$ cat src/hw/rtl/ndt_pkg.sv
// Shared types and constants of the neighbour discovery table.
// No dependencies; imported by ndt_cell, neighbour_discovery_table and ndt_checker.
package ndt_pkg;

	localparam int ADDR_W  = 16;
	localparam int ID_W    = 32;
	localparam int IDX_W   = 8;
	localparam int DUR_W   = 32;
	localparam int DELAY_W = 31;

	typedef enum logic [3:0] {
		OP_BEACON   = 4'd0,
		OP_QUERY    = 4'd1,
		OP_DISCOVER = 4'd2,
		OP_DEAD     = 4'd3,
		OP_CLEAR    = 4'd4,
		OP_START    = 4'd5,
		OP_STOP     = 4'd6,
		OP_ENABLE   = 4'd7,
		OP_DISABLE  = 4'd8
	} op_t;

	// Token that walks the cell chain, one cell per cycle.
	typedef struct packed {
		logic              valid;
		logic              fired;
		op_t               op;
		logic [ADDR_W-1:0] addr;
		logic              hit;
		logic              free_seen;
	} token_t;

endpackage

$ cat src/hw/rtl/neighbour_discovery_table.sv
// Neighbour discovery table: one item in, one result beat out, per operation.
// An accepted item becomes a token that walks a chain of NEIGHBOUR_SLOTS table
// cells, one cell per clock. Each cell compares its stored link address, frees
// itself on a clear or a matching neighbour death, and marks itself when it is
// the first free slot. When the token leaves the last cell the result is known:
// an unknown beacon is written into the marked cell (or dropped when the table
// is full), the enable flag and schedule index are updated, and the result beat
// is loaded into the output register. The token passes the entry register and then
// the register of each cell in turn before its result is loaded. The block takes
// no new input beat until the token of the last one has left the chain's tail;
// in_stall stays high while an item is in flight. A finished result waiting in
// the output register does not block the next input beat; it only holds the token
// at the chain's tail.
// Depends on ndt_pkg and ndt_cell.
module neighbour_discovery_table import ndt_pkg::*; #(
	parameter int NEIGHBOUR_SLOTS = 3
) (
	input  logic              clk,
	input  logic              arst_n,
	// Configuration: own node id.
	input  logic              cfg_wr_en,
	input  logic [ID_W-1:0]   cfg_wr_data,
	// Input channel.
	input  logic              in_valid,
	output logic              in_stall,
	input  logic [3:0]        operation,
	input  logic [ADDR_W-1:0] neighbour_addr,
	input  logic [ID_W-1:0]   peer_node_id,
	input  logic [IDX_W-1:0]  peer_sched_index,
	input  logic [IDX_W-1:0]  start_index,
	input  logic [DUR_W-1:0]  phase_duration,
	input  logic              timer_fired,
	// Output channel.
	output logic              out_valid,
	input  logic              out_stall,
	output logic              is_known,
	output logic              send_beacon,
	output logic [IDX_W-1:0]  beacon_sched_index,
	output logic              adopt_index,
	output logic [IDX_W-1:0]  adopted_index,
	output logic              notify_agent,
	output logic              arm_timer,
	output logic [DELAY_W-1:0] timer_delay,
	output logic              cancel_timer
);

	// Control state.
	logic busy_q;
	logic enabled_q;
	logic [IDX_W-1:0] sched_q;
	logic [ID_W-1:0]  own_id_q;
	logic out_valid_q;

	// Item payload held while its token walks the chain.
	logic [ID_W-1:0]    peer_id_q;
	logic [IDX_W-1:0]   peer_idx_q;
	logic [IDX_W-1:0]   start_idx_q;
	logic [DELAY_W-1:0] half_dur_q;

	// Output payload registers.
	logic               known_q;
	logic               beacon_q;
	logic [IDX_W-1:0]   beacon_idx_q;
	logic               adopt_q;
	logic [IDX_W-1:0]   adopted_q;
	logic               notify_q;
	logic               arm_q;
	logic [DELAY_W-1:0] delay_q;
	logic               cancel_q;

	token_t tok [NEIGHBOUR_SLOTS+1];
	token_t tok_entry_q;
	token_t tok_new;
	token_t tail;

	logic accept;
	logic finalize;
	logic store_en;

	// Result of the token at the tail, and the state update it causes.
	logic               r_known;
	logic               r_beacon;
	logic [IDX_W-1:0]   r_beacon_idx;
	logic               r_adopt;
	logic [IDX_W-1:0]   r_adopted;
	logic               r_notify;
	logic               r_arm;
	logic [DELAY_W-1:0] r_delay;
	logic               r_cancel;
	logic               r_enabled;
	logic [IDX_W-1:0]   r_sched;

	assign in_stall = busy_q;
	assign accept   = in_valid && !in_stall;

	assign tok[0] = tok_entry_q;
	assign tail   = tok[NEIGHBOUR_SLOTS];

	// The tail token retires when the output register is empty or draining.
	assign finalize = tail.valid && (!out_valid_q || !out_stall);

	// A beacon from an unknown address is stored only if some slot was free.
	assign store_en = finalize && !tail.fired && (tail.op == OP_BEACON)
		&& !tail.hit && tail.free_seen;

	genvar gi;
	generate
		for (gi = 0; gi < NEIGHBOUR_SLOTS; gi++) begin : g_cell
			logic cell_hold;
			// Only the last cell may have to keep its token.
			assign cell_hold = (gi == NEIGHBOUR_SLOTS - 1) ? !finalize : 1'b0;
			ndt_cell u_cell (
				.clk        (clk),
				.arst_n     (arst_n),
				.tok_in     (tok[gi]),
				.hold       (cell_hold),
				.store_en   (store_en),
				.store_addr (tail.addr),
				.tok_out    (tok[gi+1])
			);
		end
	endgenerate

	// Token built from the input beat; it starts with no hit and no free slot.
	always_comb begin
		tok_new           = '0;
		tok_new.valid     = 1'b1;
		tok_new.fired     = timer_fired;
		tok_new.op        = op_t'(operation);
		tok_new.addr      = neighbour_addr;
		tok_new.hit       = 1'b0;
		tok_new.free_seen = 1'b0;
	end

	// Entry stage of the chain and the busy flag.
	always_ff @(posedge clk or negedge arst_n) begin
		if (!arst_n) begin
			tok_entry_q <= '0;
			busy_q      <= 1'b0;
		end else begin
			if (accept) begin
				tok_entry_q <= tok_new;
			end else begin
				tok_entry_q.valid <= 1'b0;
			end
			if (accept) begin
				busy_q <= 1'b1;
			end else if (finalize) begin
				busy_q <= 1'b0;
			end
		end
	end

	always_ff @(posedge clk) begin
		if (accept) begin
			peer_id_q   <= peer_node_id;
			peer_idx_q  <= peer_sched_index;
			start_idx_q <= start_index;
			half_dur_q  <= phase_duration[DUR_W-1:1];
		end
	end

	// Decide the result once the whole table has been seen.
	always_comb begin
		r_known   = 1'b0;
		r_beacon  = 1'b0;
		r_adopt   = 1'b0;
		r_adopted = '0;
		r_notify  = 1'b0;
		r_arm     = 1'b0;
		r_delay   = '0;
		r_cancel  = 1'b0;
		r_enabled = enabled_q;
		r_sched   = sched_q;
		if (tail.fired) begin
			// Half-phase timer expiry overrides the operation code.
			r_beacon = enabled_q;
		end else begin
			case (tail.op)
				OP_BEACON: begin
					r_known  = tail.hit;
					r_notify = 1'b1;
					if (!tail.hit) begin
						r_beacon = enabled_q;
						if (peer_id_q > own_id_q) begin
							r_adopt   = 1'b1;
							r_adopted = peer_idx_q;
						end
					end
				end
				OP_QUERY: begin
					r_known = tail.hit;
				end
				OP_DISCOVER: begin
					r_known  = tail.hit;
					r_beacon = !tail.hit && enabled_q;
				end
				OP_DEAD: begin
					r_known = tail.hit;
				end
				OP_CLEAR: begin
					// The cells have already dropped their entries.
				end
				OP_START: begin
					r_sched   = start_idx_q;
					r_enabled = 1'b1;
					r_beacon  = 1'b1;
					r_arm     = 1'b1;
					r_delay   = half_dur_q;
				end
				OP_STOP: begin
					r_cancel  = 1'b1;
					r_beacon  = enabled_q;
					r_enabled = 1'b0;
				end
				OP_ENABLE: begin
					r_enabled = 1'b1;
				end
				OP_DISABLE: begin
					r_enabled = 1'b0;
				end
				default: begin
					// Unused codes give an all-zero result.
				end
			endcase
		end
		// The beacon carries the index as it stands after this item.
		r_beacon_idx = r_beacon ? r_sched : '0;
	end

	always_ff @(posedge clk or negedge arst_n) begin
		if (!arst_n) begin
			enabled_q   <= 1'b0;
			sched_q     <= '0;
			own_id_q    <= '0;
			out_valid_q <= 1'b0;
		end else begin
			if (cfg_wr_en) begin
				own_id_q <= cfg_wr_data;
			end
			if (finalize) begin
				enabled_q <= r_enabled;
				sched_q   <= r_sched;
			end
			if (finalize) begin
				out_valid_q <= 1'b1;
			end else if (!out_stall) begin
				out_valid_q <= 1'b0;
			end
		end
	end

	always_ff @(posedge clk) begin
		if (finalize) begin
			known_q      <= r_known;
			beacon_q     <= r_beacon;
			beacon_idx_q <= r_beacon_idx;
			adopt_q      <= r_adopt;
			adopted_q    <= r_adopted;
			notify_q     <= r_notify;
			arm_q        <= r_arm;
			delay_q      <= r_delay;
			cancel_q     <= r_cancel;
		end
	end

	assign out_valid          = out_valid_q;
	assign is_known           = known_q;
	assign send_beacon        = beacon_q;
	assign beacon_sched_index = beacon_idx_q;
	assign adopt_index        = adopt_q;
	assign adopted_index      = adopted_q;
	assign notify_agent       = notify_q;
	assign arm_timer          = arm_q;
	assign timer_delay        = delay_q;
	assign cancel_timer       = cancel_q;

endmodule

$ cat src/hw/rtl/ndt_cell.sv
// One slot of the neighbour table with its stage of the token chain.
// Depends on ndt_pkg.
module ndt_cell import ndt_pkg::*; (
	input  logic              clk,
	input  logic              arst_n,
	input  token_t            tok_in,
	input  logic              hold,
	input  logic              store_en,
	input  logic [ADDR_W-1:0] store_addr,
	output token_t            tok_out
);

	logic              valid_q;
	logic [ADDR_W-1:0] addr_q;
	logic              cand_q;
	token_t            tok_q;
	token_t            tok_next;
	logic              act;
	logic              match;

	assign act   = tok_in.valid && !tok_in.fired;
	assign match = valid_q && (addr_q == tok_in.addr);

	// The token leaves this cell with its hit and free marks brought up to date.
	always_comb begin
		tok_next           = tok_in;
		tok_next.hit       = tok_in.hit | match;
		tok_next.free_seen = tok_in.free_seen | !valid_q;
	end

	always_ff @(posedge clk or negedge arst_n) begin
		if (!arst_n) begin
			valid_q <= 1'b0;
			cand_q  <= 1'b0;
		end else begin
			if (store_en && cand_q) begin
				valid_q <= 1'b1;
			end else if (act && (tok_in.op == OP_CLEAR || (tok_in.op == OP_DEAD && match))) begin
				valid_q <= 1'b0;
			end
			// The first free slot along the chain is the candidate for a store.
			if (tok_in.valid) begin
				cand_q <= !valid_q && !tok_in.free_seen;
			end
		end
	end

	always_ff @(posedge clk) begin
		if (store_en && cand_q) begin
			addr_q <= store_addr;
		end
	end

	always_ff @(posedge clk or negedge arst_n) begin
		if (!arst_n) begin
			tok_q <= '0;
		end else if (tok_in.valid) begin
			tok_q <= tok_next;
		end else if (!hold) begin
			tok_q.valid <= 1'b0;
		end
	end

	assign tok_out = tok_q;

endmodule

$ cat config.mk
export PLATFORM = sky130hd
export DESIGN_NAME = neighbour_discovery_table
export DESIGN_NICKNAME = d
export VERILOG_FILES = /design/src/hw/rtl/ndt_pkg.sv /design/src/hw/rtl/neighbour_discovery_table.sv /design/src/hw/rtl/ndt_cell.sv
export SDC_FILE = /design/constraint.sdc
export NUM_CORES = 1
export LEC_CHECK = 0
export BUFFER_PORTS_ARGS = -buffer_cell sky130_fd_sc_hd__buf_4
export CAP_MARGIN = 10
export CORE_UTILIZATION = 59
export CTS_CLUSTER_DIAMETER = 40
export DETAILED_ROUTE_END_ITERATION = 7
export GPL_TIMING_DRIVEN = 0
export PLACE_DENSITY_LB_ADDON = 0.08
export SLEW_MARGIN = 0
export SYNTH_ARGS = -nofsm -noshare
export SYNTH_HDL_FRONTEND = slang
export SYNTH_SLANG_ARGS = --single-unit
$ cat constraint.sdc
create_clock -name clk -period 7.5 [get_ports clk]
set_input_delay 0.75 -clock clk [delete_from_list [all_inputs] [get_ports clk]]
set_output_delay 0.75 -clock clk [all_outputs]
set_load 0.03 [all_outputs]
==> out/metrics.csv <==
metric;value;unit
vias in the first global route;7520;
Fin. Hold Viols;0;
Final Net Count;1226;
grt total ovfl;0;
clk root buf;clkbuf_16;
PwrDens;375.2;mW/mm²
Max Cap Viol;0;
endpoints failing setup;0;
Syn. warnings;0;
hpwl dp;16510;µm
worst-path fanout max;28;
num rows;53;
Max IR drop VDD;0.2987;mV
first-pass GRT wire length;38970;µm
clk slew on worst S/H paths;0.06;ns
WL/cell;17.89;µm
Post-Syn Nets;992;
slowest stage delay, CP;0.78;ns
DRT iter0 DRCs;380;
Post-CTS Setup Inserts;0;
crit-path leading delay family;simple AND/OR/NAND/NOR gates;
Crit-path slowest cell;and2_1;
leading area contributor after synthesis;edfxtp_1;
setup ws final;4.538;ns
unrepaired setup endpoints after global routing;false;
Cell Count Post-Placement;1290;
Port-buffer cells;190;
io pins;193;
DRC violation count after routing;0;
status;finished, final reports clean;
critical path class;reg -> reg;
core footprint;0.02096;mm²
Rel. slew slack;0.4041;
Clock Tree Buf Depth;3;
cts bufs inserted;39;
CTS resizes;0;
CTS tree;done;
sum of buffers and inverters on the critical path;2;
vias per cell;5.291;
Setup crit start;out_valid$_DFFE_PN0P_;
dpl ws;3.987;ns
startpoint class of the critical path;register;
Layout Area Growth over Synthesis;25.25;%
Post-Route Utilization;0.7523;
share of the yosys chip area belonging to registers;0.7118;
Lkg Pwr;6.494;nW
final WL;24360;µm
Min Hold Slack;0.2605;ns
WP data required;7.62;ns
period utilization;0.3949;
cell depth of the worst setup path;7;
total die area;0.02192;mm²
CP most frequent cell;nand2_1;
layout cells sized above 1;0.3481;
GPL Wtd Cong;0.7725;
Setup crit end kind;register;
ys async rst share;0.4410;
initial antenna violation count;0;
ranking of synthesized cells by area;edfxtp_1 43%, dfrtp_1 28%, mux2_2 8.3%;
Post-synth EDFFs;180;
number of clock sinks;322;
Post-Syn Area;0.01259;mm²
Antenna Cells;0;
Cell Chain, Critical Path;nand2_1 -> nand2_1 -> inv_2 -> buf_12 -> nand2_1 -> nor2_1 -> and2_1;
GRT Overall Usage;0.2322;
flops & latches, synth;322;
fin crit period;2.962;ns
Main synth FF type;edfxtp_1;
cells after synthesis;822;
chip height;148.1;µm
FILL cells;1338;
worst min path class;in -> async;
Crit Reg-Reg Startpoint;out_valid$_DFFE_PN0P_;
Hold Buf Count CTS;0;
DRT antenna net count;0;
DR vias;7201;
Max Clock Freq;0.3377;GHz
initial core utilization;0.6006;
CTS H-tree lvls;2;
die width;148.1;µm
largest net degree at the start of global routing;74;
WP data arrival;3.08;ns
Non-Filler Instances;1361;
worst-margin pin slew;0.8939;ns
R2R cell count;7;
Clock Latency Late Sink;0.51;ns
share of the synthesized area in the top cell type;0.4295;
DRT Pass-1 Iters;4;
Avg Cell Area, Syn;15.31;µm²
max-slew violation count;0;
Clock Skews;0.01482;ns
Setup Total Neg Slack;0;ns
Synth cell types;49;
-- power breakdown --
part	switching [W]	internal, W
combinational	0.000663	0.000620
sequential	0.000322	0.00242
clock	0.000730	0.00116
total	0.00171	0.00420
-- registers in the layout, indices dropped and copies added (netlist names), 8 cells and up --
register               cells
adopted_index              8
beacon_sched_index         8
g_cell.u_cell.addr_q      48
g_cell.u_cell.tok_out     71
half_dur_q                31
own_id_q                  32
peer_id_q                 32
peer_idx_q                 8
sched_q                    8
start_idx_q                8
timer_delay               31
tok                       22
-- cell type report --
| cell class | instances | area (µm²) | share of cell area |
|---|---|---|---|
| sequential | 322 | 8959 | 0.5683 |
| multi-input combinational | 440 | 3391 | 0.2151 |
| timing repair buffer | 193 | 1505 | 0.09548 |
| clock buffer | 45 | 1051 | 0.06667 |
| tap | 275 | 344.1 | 0.02183 |
| clock inverter | 26 | 275.3 | 0.01746 |
| inverter | 37 | 138.9 | 0.008810 |
| buffer | 23 | 100.1 | 0.006350 |
-- layout by cell type, fill, tap and decap left out, types with 3 or more instances in the layout --
master / n
buf_4: 190
edfxtp_1: 180
dfrtp_1: 142
mux2_2: 93
nand2_1: 67
clkbuf_16: 41
xnor2_1: 40
o21ai_0: 36
inv_1: 35
and2_1: 34
ha_1: 32
a21oi_1: 23
nor2_1: 20
nand4_1: 16
clkbuf_1: 14
nand3_1: 9
buf_2: 8
a21boi_1: 8
xor2_1: 8
clkinv_2: 8
nor3_1: 6
inv_6: 6
a21o_1: 5
bufinv_16: 4
nand2b_1: 3
nor4_1: 3
buf_1: 3
a32o_1: 3
-- worst paths after layout --
path | end | slack [ns]
worst max-delay path | g_cell[1].u_cell.addr_q[8]$_DFFE_PP_ | 4.54
worst min-delay path | own_id_q[5]$_DFFE_PN0P_ | 0.26
worst max register to register | g_cell[1].u_cell.addr_q[8]$_DFFE_PP_ | 4.54
worst min register to register | g_cell[0].u_cell.tok_out[23]$_DFF_PN0_ | 0.37
max in group asynchronous | g_cell[1].u_cell.tok_out[17]$_DFFE_PN0P_ | 6.41
min in group clk | g_cell[0].u_cell.tok_out[23]$_DFF_PN0_ | 0.37
-- kinds of logic (layout without fill, tap and decap cells) --
logic type,after synthesis,in the layout,synth area share
flip-flops,322,322,0.7118
AND/OR/NAND/NOR,174,174,0.07356
buffers and inverters,60,324,0.01879
adder cells (fa/ha/maj),32,32,0.03181
XOR/XNOR,48,48,0.03340
AO/OA/AOI/OAI,91,91,0.04563
multiplexers,95,95,0.08500
-- worst reg2reg max path, stage by stage (launching register included) --
cell and delay, ns:
dfrtp_1 0.39, nand2_1 0.09, nand2_1 0.14, inv_2 0.52, buf_12 0.28, nand2_1 0.07, nor2_1 0.30, and2_1 0.78
-- per-layer routing --
| metal | vias up | GRT usage | routed length [µm] |
|---|---|---|---|
| met5 | - | 0 | 0 |
| met4 | 0 | 0.06340 | 373 |
| met3 | 33 | 0.05521 | 1726 |
| met2 | 218 | 0.3803 | 11850 |
| met1 | 3510 | 0.3139 | 10410 |
| li1 | 3440 | - | - |
-- per-stage QoR --
step                      area [µm²]  power (W)
after floorplan                12590   0.003579
after global placement         14360   0.003995
after detailed placement       14440   0.004064
after CTS                      15760   0.005972
after global routing           15760   0.006210
final                          15760   0.005915
-- cells in the mapped netlist, types with 3 or more instances --
cell type / count
nand3_1: 9
ha_1: 32
buf_1: 3
nor2_1: 20
nand2_1: 67
xor2_1: 8
mux2_2: 93
a21boi_1: 8
nand4_1: 16
nor4_1: 3
nand2b_1: 3
a32o_1: 3
and2_1: 34
a21oi_1: 23
nor3_1: 6
edfxtp_1: 180
clkbuf_1: 11
xnor2_1: 40
dfrtp_1: 142
buf_2: 9
o21ai_0: 36
inv_1: 36
a21o_1: 5
Note: power is estimated with default switching activity, not from simulation.
